File: src/hdl/bds_pkg.sv
// bds_pkg: types, codes and fixed widths for the bolus dose sequencer.
// No dependencies; bds_if, bds_ctrl and the top level import it.
`timescale 1ns / 1ps
`default_nettype none

package bds_pkg;

  localparam int AMOUNT_W   = 16;
  localparam int MIN_W      = 10;
  localparam int FULL_W     = 11;
  localparam int STEPS_W    = 8;
  localparam int STATUS_W   = 4;
  localparam int CFG_IDX_W  = 2;
  localparam int CFG_DATA_W = 11;

  localparam logic [MIN_W-1:0]   RST_MIN_SIZE   = 10'd25;
  localparam logic [FULL_W-1:0]  RST_FULL_SIZE  = 11'd50;
  localparam logic [STEPS_W-1:0] RST_FULL_STEPS = 8'd36;
  localparam logic [STEPS_W-1:0] RST_HALF_STEPS = 8'd18;

  typedef enum logic [CFG_IDX_W-1:0] {
    CFG_MIN_SIZE   = 2'd0,
    CFG_FULL_SIZE  = 2'd1,
    CFG_FULL_STEPS = 2'd2,
    CFG_HALF_STEPS = 2'd3
  } cfg_idx_e;

  typedef enum logic [STATUS_W-1:0] {
    ST_IDLE          = 4'd0,
    ST_ACCEPTED      = 4'd1,
    ST_ZERO          = 4'd2,
    ST_WAIT_MOTOR    = 4'd3,
    ST_DOSE          = 4'd4,
    ST_HALF          = 4'd5,
    ST_FINISHED      = 4'd6,
    ST_USER_CANCEL   = 4'd7,
    ST_SHRUNK_CANCEL = 4'd8,
    ST_END_CANCEL    = 4'd9
  } status_e;

  typedef enum logic [1:0] {
    S_IDLE,
    S_DIV,
    S_DECIDE,
    S_EMIT
  } state_e;

  typedef enum logic [1:0] {
    OP_REQ,
    OP_START,
    OP_CHG,
    OP_FIN
  } op_e;

  // granules already mapped so that zero acts as one
  typedef struct packed {
    logic [FULL_W-1:0]  gmin;
    logic [FULL_W-1:0]  gfull;
    logic [STEPS_W-1:0] full_steps;
    logic [STEPS_W-1:0] half_steps;
  } cfg_t;

  typedef struct packed {
    logic [STEPS_W-1:0] step_count;
    logic               motor_held;
    status_e            status;
  } res_t;

  function automatic res_t mk_res(logic [STEPS_W-1:0] steps, logic held, status_e st);
    res_t r;
    r.step_count = steps;
    r.motor_held = held;
    r.status     = st;
    return r;
  endfunction

endpackage

`default_nettype wire

File: src/hdl/bds_if.sv
// bds_if: valid/ready channel interfaces for request/tick items and results.
// Depends on bds_pkg for the field widths.
`timescale 1ns / 1ps
`default_nettype none

interface bds_in_if;
  import bds_pkg::*;

  logic                valid;
  logic                ready;
  logic                func;
  logic [AMOUNT_W-1:0] amount;
  logic                plunger_at_end;
  logic                motor_free;

  modport source (output valid, func, amount, plunger_at_end, motor_free, input ready);
  modport sink   (input valid, func, amount, plunger_at_end, motor_free, output ready);
endinterface

interface bds_out_if;
  import bds_pkg::*;

  logic                valid;
  logic                ready;
  logic [STEPS_W-1:0]  step_count;
  logic                motor_held;
  logic [STATUS_W-1:0] status;
  logic                last;

  modport source (output valid, step_count, motor_held, status, last, input ready);
  modport sink   (input valid, step_count, motor_held, status, last, output ready);
endinterface

`default_nettype wire

File: src/hdl/bds_div.sv
// bds_div: bit-serial restoring divider, one quotient bit per cycle.
// Standalone; quotient and remainder are valid while done_o is high.
`timescale 1ns / 1ps
`default_nettype none

module bds_div #(
  parameter int DW = 16,
  parameter int VW = 11
) (
  input  wire logic          clk_i,
  input  wire logic          rst_ni,
  input  wire logic          start_i,
  input  wire logic [DW-1:0] dividend_i,
  input  wire logic [VW-1:0] divisor_i,
  output logic               busy_o,
  output logic               done_o,
  output logic [DW-1:0]      quot_o,
  output logic [VW-1:0]      rem_o
);

  localparam int CNT_W = $clog2(DW);

  logic             busy_q, done_q;
  logic [CNT_W-1:0] cnt_q;
  logic [DW-1:0]    quo_q;
  logic [VW-1:0]    rem_q;
  logic [VW-1:0]    dvs_q;
  logic [VW:0]      trial, diff;
  logic             fits;

  // next dividend bit shifts into the partial remainder
  assign trial = {rem_q, quo_q[DW-1]};
  assign diff  = trial - {1'b0, dvs_q};
  assign fits  = trial >= {1'b0, dvs_q};

  always_ff @(posedge clk_i or negedge rst_ni) begin
    if (!rst_ni) begin
      busy_q <= 1'b0;
      done_q <= 1'b0;
      cnt_q  <= '0;
    end else if (start_i) begin
      busy_q <= 1'b1;
      done_q <= 1'b0;
      cnt_q  <= '0;
    end else if (busy_q) begin
      cnt_q <= cnt_q + CNT_W'(1);
      if (cnt_q == CNT_W'(DW - 1)) begin
        busy_q <= 1'b0;
        done_q <= 1'b1;
      end
    end else begin
      done_q <= 1'b0;
    end
  end

  always_ff @(posedge clk_i) begin
    if (start_i) begin
      quo_q <= dividend_i;
      rem_q <= '0;
      dvs_q <= divisor_i;
    end else if (busy_q) begin
      quo_q <= {quo_q[DW-2:0], fits};
      rem_q <= fits ? diff[VW-1:0] : trial[VW-1:0];
    end
  end

  assign busy_o = busy_q;
  assign done_o = done_q;
  assign quot_o = quo_q;
  assign rem_o  = rem_q;

endmodule

`default_nettype wire

File: src/hdl/bds_ctrl.sv
// bds_ctrl: bolus sequencing state machine, bolus state and result register.
// Depends on bds_pkg, bds_if and an external bds_div for all divisions.
`timescale 1ns / 1ps
`default_nettype none

module bds_ctrl #(
  parameter int SIZE_BITS = 16
) (
  input  wire logic                         clk_i,
  input  wire logic                         rst_ni,
  input  wire bds_pkg::cfg_t                cfg_i,
  bds_in_if.sink                            in_i,
  bds_out_if.source                         out_o,
  output logic                              div_start_o,
  output logic [SIZE_BITS-1:0]              div_dividend_o,
  output logic [bds_pkg::FULL_W-1:0]        div_divisor_o,
  input  wire logic                         div_busy_i,
  input  wire logic                         div_done_i,
  input  wire logic [SIZE_BITS-1:0]         div_quot_i,
  input  wire logic [bds_pkg::FULL_W-1:0]   div_rem_i
);
  import bds_pkg::*;

  localparam int NUM_W = SIZE_BITS + 1;

  state_e               state_q, state_d;
  op_e                  op_q, op_d;
  logic                 delivering_q, delivering_d;
  logic [SIZE_BITS-1:0] pending_q, pending_d;
  logic [SIZE_BITS-1:0] working_q, working_d;
  logic [SIZE_BITS-1:0] total_q, total_d;
  logic [NUM_W-1:0]     num_q, num_d;
  logic [SIZE_BITS-1:0] amt_q, amt_d;
  logic                 at_end_q, at_end_d;
  res_t                 res0_q, res0_d, res1_q, res1_d;
  logic                 two_q, two_d;
  logic                 out_valid_q, out_valid_d;
  res_t                 out_q, out_d;
  logic                 out_last_q, out_last_d;

  logic                 accept, out_free, over, stop;
  logic [SIZE_BITS-1:0] amt_in, req_size;

  assign in_i.ready = (state_q == S_IDLE);
  assign accept     = in_i.valid && in_i.ready;
  assign out_free   = !out_valid_q || out_o.ready;
  assign amt_in     = SIZE_BITS'(in_i.amount);
  // amount minus its remainder by the granule
  assign req_size   = amt_q - SIZE_BITS'(div_rem_i);
  assign over       = num_q > {1'b0, total_q};

  always_comb begin
    state_d = state_q;
    unique case (state_q)
      S_IDLE: begin
        if (accept) begin
          if (!in_i.func) state_d = S_DIV;
          else if (delivering_q) state_d = S_DECIDE;
          else if (pending_q == '0 || !in_i.motor_free) state_d = S_EMIT;
          else state_d = S_DIV;
        end
      end
      S_DIV: begin
        if (div_done_i) state_d = (op_q == OP_START) ? S_DECIDE : S_EMIT;
      end
      S_DECIDE: begin
        if (over || (pending_q != '0 && pending_q != working_q)) state_d = S_DIV;
        else state_d = S_EMIT;
      end
      S_EMIT: begin
        if (out_free && !two_q) state_d = S_IDLE;
      end
    endcase
  end

  always_comb begin
    op_d           = op_q;
    delivering_d   = delivering_q;
    pending_d      = pending_q;
    working_d      = working_q;
    total_d        = total_q;
    num_d          = num_q;
    amt_d          = amt_q;
    at_end_d       = at_end_q;
    res0_d         = res0_q;
    res1_d         = res1_q;
    two_d          = two_q;
    out_valid_d    = out_valid_q && !out_o.ready;
    out_d          = out_q;
    out_last_d     = out_last_q;
    div_start_o    = 1'b0;
    div_dividend_o = pending_q;
    div_divisor_o  = cfg_i.gfull;
    stop           = 1'b0;

    unique case (state_q)
      S_IDLE: begin
        if (accept) begin
          amt_d    = amt_in;
          at_end_d = in_i.plunger_at_end;
          two_d    = 1'b0;
          if (!in_i.func) begin
            op_d           = OP_REQ;
            div_start_o    = 1'b1;
            div_dividend_o = amt_in;
            div_divisor_o  = cfg_i.gmin;
          end else if (!delivering_q) begin
            if (pending_q == '0) begin
              res0_d = mk_res('0, 1'b0, ST_IDLE);
            end else if (!in_i.motor_free) begin
              res0_d = mk_res('0, 1'b0, ST_WAIT_MOTOR);
            end else begin
              op_d        = OP_START;
              div_start_o = 1'b1;
            end
          end
        end
      end
      S_DIV: begin
        if (div_done_i) begin
          unique case (op_q)
            OP_REQ: begin
              pending_d = req_size;
              res0_d    = mk_res('0, delivering_q,
                                 (req_size != '0) ? ST_ACCEPTED : ST_ZERO);
            end
            OP_START: begin
              working_d    = pending_q;
              total_d      = div_quot_i;
              num_d        = NUM_W'(1);
              delivering_d = 1'b1;
            end
            OP_CHG: begin
              // new size is taken only if its dose count still reaches this dose
              if ({1'b0, div_quot_i} >= num_q) begin
                working_d = pending_q;
                total_d   = div_quot_i;
                num_d     = num_q + NUM_W'(1);
                res0_d    = mk_res(cfg_i.full_steps, 1'b1, ST_DOSE);
              end else begin
                res0_d = mk_res('0, 1'b0, ST_SHRUNK_CANCEL);
                stop   = 1'b1;
              end
            end
            OP_FIN: begin
              // remainder of the working size by the current full dose size
              stop = 1'b1;
              if (div_rem_i == cfg_i.gmin) begin
                res0_d = mk_res(cfg_i.half_steps, 1'b1, ST_HALF);
                res1_d = mk_res('0, 1'b0, ST_FINISHED);
                two_d  = 1'b1;
              end else begin
                res0_d = mk_res('0, 1'b0, ST_FINISHED);
              end
            end
          endcase
        end
      end
      S_DECIDE: begin
        if (over) begin
          op_d           = OP_FIN;
          div_start_o    = 1'b1;
          div_dividend_o = working_q;
        end else if (pending_q == '0) begin
          res0_d = mk_res('0, 1'b0, ST_USER_CANCEL);
          stop   = 1'b1;
        end else if (pending_q != working_q) begin
          op_d        = OP_CHG;
          div_start_o = 1'b1;
        end else if (at_end_q) begin
          res0_d = mk_res('0, 1'b0, ST_END_CANCEL);
          stop   = 1'b1;
        end else begin
          res0_d = mk_res(cfg_i.full_steps, 1'b1, ST_DOSE);
          num_d  = num_q + NUM_W'(1);
        end
      end
      S_EMIT: begin
        if (out_free) begin
          out_valid_d = 1'b1;
          out_d       = res0_q;
          out_last_d  = !two_q;
          if (two_q) begin
            res0_d = res1_q;
            two_d  = 1'b0;
          end
        end
      end
    endcase

    if (stop) begin
      delivering_d = 1'b0;
      pending_d    = '0;
      working_d    = '0;
      total_d      = '0;
      num_d        = NUM_W'(1);
    end
  end

  always_ff @(posedge clk_i or negedge rst_ni) begin
    if (!rst_ni) begin
      state_q      <= S_IDLE;
      op_q         <= OP_REQ;
      delivering_q <= 1'b0;
      pending_q    <= '0;
      working_q    <= '0;
      total_q      <= '0;
      num_q        <= NUM_W'(1);
      two_q        <= 1'b0;
      out_valid_q  <= 1'b0;
    end else begin
      state_q      <= state_d;
      op_q         <= op_d;
      delivering_q <= delivering_d;
      pending_q    <= pending_d;
      working_q    <= working_d;
      total_q      <= total_d;
      num_q        <= num_d;
      two_q        <= two_d;
      out_valid_q  <= out_valid_d;
    end
  end

  always_ff @(posedge clk_i) begin
    amt_q      <= amt_d;
    at_end_q   <= at_end_d;
    res0_q     <= res0_d;
    res1_q     <= res1_d;
    out_q      <= out_d;
    out_last_q <= out_last_d;
  end

  assign out_o.valid      = out_valid_q;
  assign out_o.step_count = out_q.step_count;
  assign out_o.motor_held = out_q.motor_held;
  assign out_o.status     = out_q.status;
  assign out_o.last       = out_last_q;

  a_num_bounded: assert property (@(posedge clk_i) disable iff (!rst_ni)
    delivering_q |-> num_q <= {1'b0, total_q} + NUM_W'(1))
    else $error("dose number ran past dose total");

  a_idle_clean: assert property (@(posedge clk_i) disable iff (!rst_ni)
    !delivering_q |-> (working_q == '0 && total_q == '0 && num_q == NUM_W'(1)))
    else $error("bolus state left over while not delivering");

  a_div_active: assert property (@(posedge clk_i) disable iff (!rst_ni)
    state_q == S_DIV |-> (div_busy_i || div_done_i))
    else $error("waiting on a divider that is not running");

  a_pair_held: assert property (@(posedge clk_i) disable iff (!rst_ni)
    (state_q == S_EMIT && two_q) |=> state_q == S_EMIT)
    else $error("second result of a pair dropped");

endmodule

`default_nettype wire

File: src/hdl/bolus_dose_sequencer_top.sv
// bolus_dose_sequencer_top: config registers, sequencer and shared serial divider.
// A request takes one division by the min granule; a tick answers without a division when
// idle or waiting, for a plain dose or a cancel, divides when a bolus starts, changes size
// or ends, and divides twice when a bolus starts and ends on one tick; a half dose adds a result.
// The serial divider (one bit a cycle) does all divisions. One item at a time; input ready
// again right after its last result is registered. Reset (async, active low) loads defaults.
`timescale 1ns / 1ps
`default_nettype none

module bolus_dose_sequencer_top #(
  parameter int SIZE_BITS = 16
) (
  input  wire logic                           clk_i,
  input  wire logic                           rst_ni,
  input  wire logic                           cfg_we_i,
  input  wire logic [bds_pkg::CFG_IDX_W-1:0]  cfg_idx_i,
  input  wire logic [bds_pkg::CFG_DATA_W-1:0] cfg_data_i,
  bds_in_if.sink                              in_i,
  bds_out_if.source                           out_o
);
  import bds_pkg::*;

  logic [MIN_W-1:0]     min_size_q;
  logic [FULL_W-1:0]    full_size_q;
  logic [STEPS_W-1:0]   full_steps_q;
  logic [STEPS_W-1:0]   half_steps_q;
  cfg_t                 cfg;

  logic                 div_start, div_busy, div_done;
  logic [SIZE_BITS-1:0] div_dividend, div_quot;
  logic [FULL_W-1:0]    div_divisor, div_rem;

  always_ff @(posedge clk_i or negedge rst_ni) begin
    if (!rst_ni) begin
      min_size_q   <= RST_MIN_SIZE;
      full_size_q  <= RST_FULL_SIZE;
      full_steps_q <= RST_FULL_STEPS;
      half_steps_q <= RST_HALF_STEPS;
    end else if (cfg_we_i) begin
      unique case (cfg_idx_e'(cfg_idx_i))
        CFG_MIN_SIZE:   min_size_q   <= cfg_data_i[MIN_W-1:0];
        CFG_FULL_SIZE:  full_size_q  <= cfg_data_i[FULL_W-1:0];
        CFG_FULL_STEPS: full_steps_q <= cfg_data_i[STEPS_W-1:0];
        CFG_HALF_STEPS: half_steps_q <= cfg_data_i[STEPS_W-1:0];
      endcase
    end
  end

  // a zero granule behaves as one
  assign cfg.gmin       = (min_size_q == '0) ? FULL_W'(1) : FULL_W'(min_size_q);
  assign cfg.gfull      = (full_size_q == '0) ? FULL_W'(1) : full_size_q;
  assign cfg.full_steps = full_steps_q;
  assign cfg.half_steps = half_steps_q;

  bds_ctrl #(
    .SIZE_BITS (SIZE_BITS)
  ) u_ctrl (
    .clk_i          (clk_i),
    .rst_ni         (rst_ni),
    .cfg_i          (cfg),
    .in_i           (in_i),
    .out_o          (out_o),
    .div_start_o    (div_start),
    .div_dividend_o (div_dividend),
    .div_divisor_o  (div_divisor),
    .div_busy_i     (div_busy),
    .div_done_i     (div_done),
    .div_quot_i     (div_quot),
    .div_rem_i      (div_rem)
  );

  bds_div #(
    .DW (SIZE_BITS),
    .VW (FULL_W)
  ) u_div (
    .clk_i      (clk_i),
    .rst_ni     (rst_ni),
    .start_i    (div_start),
    .dividend_i (div_dividend),
    .divisor_i  (div_divisor),
    .busy_o     (div_busy),
    .done_o     (div_done),
    .quot_o     (div_quot),
    .rem_o      (div_rem)
  );

endmodule

`default_nettype wire

File: src/flat_wrapper.sv
// flat-port wrapper written by rule: the top's interface ports become plain ports
module bolus_dose_sequencer_top_flat import bds_pkg::*;
#(
  parameter int SIZE_BITS = 16
)
  (clk_i, rst_ni, cfg_we_i, cfg_idx_i, cfg_data_i, in_i_valid, in_i_func, in_i_amount, in_i_plunger_at_end, in_i_motor_free, in_i_ready, out_o_valid, out_o_step_count, out_o_motor_held, out_o_status, out_o_last, out_o_ready);
  bds_in_if in_i_i ();
  bds_out_if out_o_i ();
  input  wire logic clk_i;
  input  wire logic rst_ni;
  input  wire logic cfg_we_i;
  input  wire logic [bds_pkg::CFG_IDX_W-1:0] cfg_idx_i;
  input  wire logic [bds_pkg::CFG_DATA_W-1:0] cfg_data_i;
  input wire logic [$bits(in_i_i.valid)-1:0] in_i_valid;
  input wire logic [$bits(in_i_i.func)-1:0] in_i_func;
  input wire logic [$bits(in_i_i.amount)-1:0] in_i_amount;
  input wire logic [$bits(in_i_i.plunger_at_end)-1:0] in_i_plunger_at_end;
  input wire logic [$bits(in_i_i.motor_free)-1:0] in_i_motor_free;
  output wire logic [$bits(in_i_i.ready)-1:0] in_i_ready;
  output wire logic [$bits(out_o_i.valid)-1:0] out_o_valid;
  output wire logic [$bits(out_o_i.step_count)-1:0] out_o_step_count;
  output wire logic [$bits(out_o_i.motor_held)-1:0] out_o_motor_held;
  output wire logic [$bits(out_o_i.status)-1:0] out_o_status;
  output wire logic [$bits(out_o_i.last)-1:0] out_o_last;
  input wire logic [$bits(out_o_i.ready)-1:0] out_o_ready;
  assign in_i_i.valid = in_i_valid;
  assign in_i_i.func = in_i_func;
  assign in_i_i.amount = in_i_amount;
  assign in_i_i.plunger_at_end = in_i_plunger_at_end;
  assign in_i_i.motor_free = in_i_motor_free;
  assign in_i_ready = in_i_i.ready;
  assign out_o_valid = out_o_i.valid;
  assign out_o_step_count = out_o_i.step_count;
  assign out_o_motor_held = out_o_i.motor_held;
  assign out_o_status = out_o_i.status;
  assign out_o_last = out_o_i.last;
  assign out_o_i.ready = out_o_ready;
  bolus_dose_sequencer_top #(.SIZE_BITS(SIZE_BITS)) u_core (.clk_i(clk_i), .rst_ni(rst_ni), .cfg_we_i(cfg_we_i), .cfg_idx_i(cfg_idx_i), .cfg_data_i(cfg_data_i), .in_i(in_i_i), .out_o(out_o_i));
endmodule
File: config.mk
export PLATFORM = sky130hd
export DESIGN_NAME = bolus_dose_sequencer_top_flat
export DESIGN_NICKNAME = d
export VERILOG_FILES = /design/src/hdl/bds_pkg.sv /design/src/hdl/bds_if.sv /design/src/hdl/bds_div.sv /design/src/hdl/bds_ctrl.sv /design/src/hdl/bolus_dose_sequencer_top.sv /design/src/flat_wrapper.sv
export SDC_FILE = /design/constraint.sdc
export NUM_CORES = 1
export LEC_CHECK = 0
export CAP_MARGIN = 20
export CORE_MARGIN = 5
export CORE_UTILIZATION = 30
export CTS_BUF_LIST = sky130_fd_sc_hd__clkbuf_8
export DETAILED_ROUTE_END_ITERATION = 8
export DONT_BUFFER_PORTS = 1
export PLACE_DENSITY = 0.52
export RECOVER_POWER = 25
export SLEW_MARGIN = 10
export SYNTH_ARGS = -nofsm -noshare
export SYNTH_HDL_FRONTEND = slang
export SYNTH_SLANG_ARGS = --single-unit
File: constraint.sdc
create_clock -name clk_i -period 4.25 [get_ports clk_i]
set_input_delay 0.2125 -clock clk_i [delete_from_list [all_inputs] [get_ports clk_i]]
set_output_delay 0.2125 -clock clk_i [all_outputs]
set_load 0.01 [all_outputs]
==> flow_summary.ini <==
[yosys]
synth_flop_cell = dfrtp_1
synth-seq-area-share_pct = 46.3
netlist_top_cells_count = 122 x nor2_1, 104 x dfrtp_1, 83 x nand2_1
syn_avg_cell_area_um2 = 10.1
ys_top_cells_by_area = dfrtp_1 23%, edfxtp_1 19%, ha_1 6.6%
synth-async-reset-ratio_pct = 58.4
netlist_instances = 1117
ys_seq_elements = 197
syn-cell-area_um2 = 11300
ys_types = 78
yosys.area.top_type_share_pct = 23.0
yosysMostFrequentCell = nor2_1
yosys.area.top_type = dfrtp_1
syn_nets = 1216
synth_edf_count = 71
yosysWarnings = 0

[layout]
syn_to_final_growth_pct = 11.7
nets = 1239
multiInputGateArea_um2 = 5630
antenna_cells = 0
drive_gt1_share_pct = 11.1
fillers = 3900
ff_latch_area_um2 = 5240

[min_path]
holdPathEnd = u_core.u_div.quot_o[14]
hp-class = in -> reg
worstHoldStart = in_i_amount[14]
hold_depth = 2

[setup_path]
r2r-end = u_core.u_ctrl.res0_q[0]
setup.worst_path.class = reg -> reg
crit_required_ns = 4.48
ff2ff_path_depth = 10
setup.worst_path.start_class = flop
slowest_delay_ns = 0.57
crit_path_top_delay_cell = nor4_1
endpoint_kind = flop
crit_chain = ha_1 -> fa_1 -> nand2b_1 -> a21oi_1 -> or3_1 -> nand2_1 -> a311oi_1 -> nand4_1 -> nor4_1 -> o21ai_0
r2r-start = u_core.u_div.rem_o[0]
cp.arrival_ns = 3.57
critPathMaxFanout = 6
reg2reg_slack_ns = 0.91

[grt]
antenna_found_initial = 1
track_usage_pct = 14.5
grt_overflow = 0
grt_max_degree = 116
grt_pass1_wl_um = 47800
grt_pass1_vias = 8273

[clock_tree]
clock-sinks = 197
clk_pin_slew_ns = 0.11
clock_latency_ns = 0.50
post_cts_buffers = 0
cts-resized-gates = 0
cts_made_buffers = 17
clk_path_buf_depth = 2
cts_root_buf = clkbuf_8
hold_buffers = 32
cts_tree = done
htreeDepth = 4

[drt]
drc = 0
dr.pass1.iters = 5
wl_um = 29600
route.vias.total = 8327
postRouteAntennaNets = 0
first_iter_violations = 479
wl_per_cell_um = 17.8
vias_per_cell = 5.00

[placed_design]
port_buffers = 0
dp_hpwl_um = 21800
gp_congestion = 0.843

[timing]
fin_tns_setup_ns = 0
worst_pin_slew_ns = 3.03
relSlewSlack_pct = -102
finalClockSkew_ns = 0.0274
setup_viol = 0
drv_slew = 116
rsz0062_at_grt = no
finalCriticalPeriod_ns = 3.34
hold_viol_final = 0
fmax_mhz = 300
finalCritPeriodShare_pct = 78.5

[job]
max_cap_viol_count = 1

[floorplan]
die_width_um = 204
core_um2 = 37500
io_pins = 53
start_util_pct = 30.2
fp.dieH_um = 204
core.rowCount = 71
dieArea_um2 = 41700

[power_and_ir_drop]
p_total_uw = 10500
powerDensity_nw_per_um2 = 834
p_leak_uw = 0.00495
ir_drop_v = 0.000780

[run_status]
violations = capacitance limit, slew limit
status = finished, violations left
==> registers in the layout, summed over array words and instances, names as in the netlist, 13 cells and up <==
name                     flops
u_core.u_ctrl.working_q     16
u_core.u_ctrl.pending_q     16
u_core.u_ctrl.res0_q        13
u_core.u_ctrl.total_q       16
u_core.u_div.quot_o         16
u_core.u_ctrl.amt_q         16
u_core.u_ctrl.num_q         17
==> where the power goes <==
group	total, uW	internal (uW)	switching, uW
registers	3360	2810	557
logic	5900	2250	3640
clock network	1290	503	787
==> worst max-delay path: cells and delay by family, from the launching register on <==
kind | cells | cell delay [ns]
compound gates | 3 | 0.86
simple gates | 5 | 1.15
fa+ha+maj | 2 | 0.68
flops | 1 | 0.39
==> stage by stage <==
stage,utilization [%],setup WS [ns],hold slack [ns],cell area [um^2],instances
global route,33.7,0.565,0.0539,12600,1664
finish,33.7,0.915,0.0487,12600,1664
detailed placement,31.8,0.931,-0.0792,11900,1599
floorplan,-,0.0865,-0.0831,11300,1117
global placement,31.8,1.02,-0.0753,11900,1599
CTS,33.8,0.923,0.00341,12700,1663
==> placed cells by master (no fill, tap or decap), types with 15 or more instances in the layout <==
cell,netlist,routed
o21ai_0,35,35
dlygate4sd3_1,0,31
buf_4,3,19
nand4_1,19,19
a21oi_1,62,62
inv_1,72,72
nand3_1,21,21
xnor2_1,27,27
nand2_1,83,83
nor2_1,122,122
nor3_1,22,21
nand2b_1,15,15
mux2i_1,50,50
clkbuf_8,0,17
a211o_1,17,17
ha_1,60,60
edfxtp_1,71,71
a211oi_1,24,24
mux2_2,45,45
dfrtp_1,104,104
xor2_1,15,15
==> worst max path at each step <==
stage                             from                          to  depth (start not counted)
6_report         u_core.u_div.rem_o[0]     u_core.u_ctrl.res0_q[0]                         10
3_5_place_dp     u_core.u_div.rem_o[0]     u_core.u_ctrl.res0_q[0]                         10
5_1_grt                         rst_ni  u_core.u_ctrl.pending_q[5]                          2
3_3_place_gp    u_core.u_ctrl.amt_q[0]     u_core.u_ctrl.res0_q[0]                         11
4_1_cts          u_core.u_div.rem_o[0]     u_core.u_ctrl.res0_q[0]                         10
2_1_floorplan  u_core.u_ctrl.num_q[10]     u_core.u_ctrl.res0_q[0]                          8
==> routing by layer <==
layer | track usage [%] | wire length [um] | vias up
met5 | 0 | 0 | -
met4 | 3.97 | 471 | 0
met3 | 2.38 | 1020 | 33
met2 | 22.5 | 13500 | 134
met1 | 21.0 | 14600 | 4065
li1 | - | - | 4095
==> cell families after synthesis <==
logic type | synth area share [%]
AND/OR/NAND/NOR | 15.9
AO/OA/AOI/OAI | 14.4
flip-flops | 46.3
buffers and inverters | 4.25
multiplexers | 8.90
adder cells (fa/ha/maj) | 6.98
XOR/XNOR | 3.25
==> final cells by class <==
type                            count  share of cell area (%)
Multi-Input combinational cell    801                    44.5
Sequential cell                   197                    41.5
Tap cell                          511                    5.06
Timing Repair Buffer               51                    3.62
Inverter                           72                    2.14
Clock buffer                       17                    1.85
Clock inverter                     15                    1.37
Note: power is estimated with default switching activity, not from simulation.
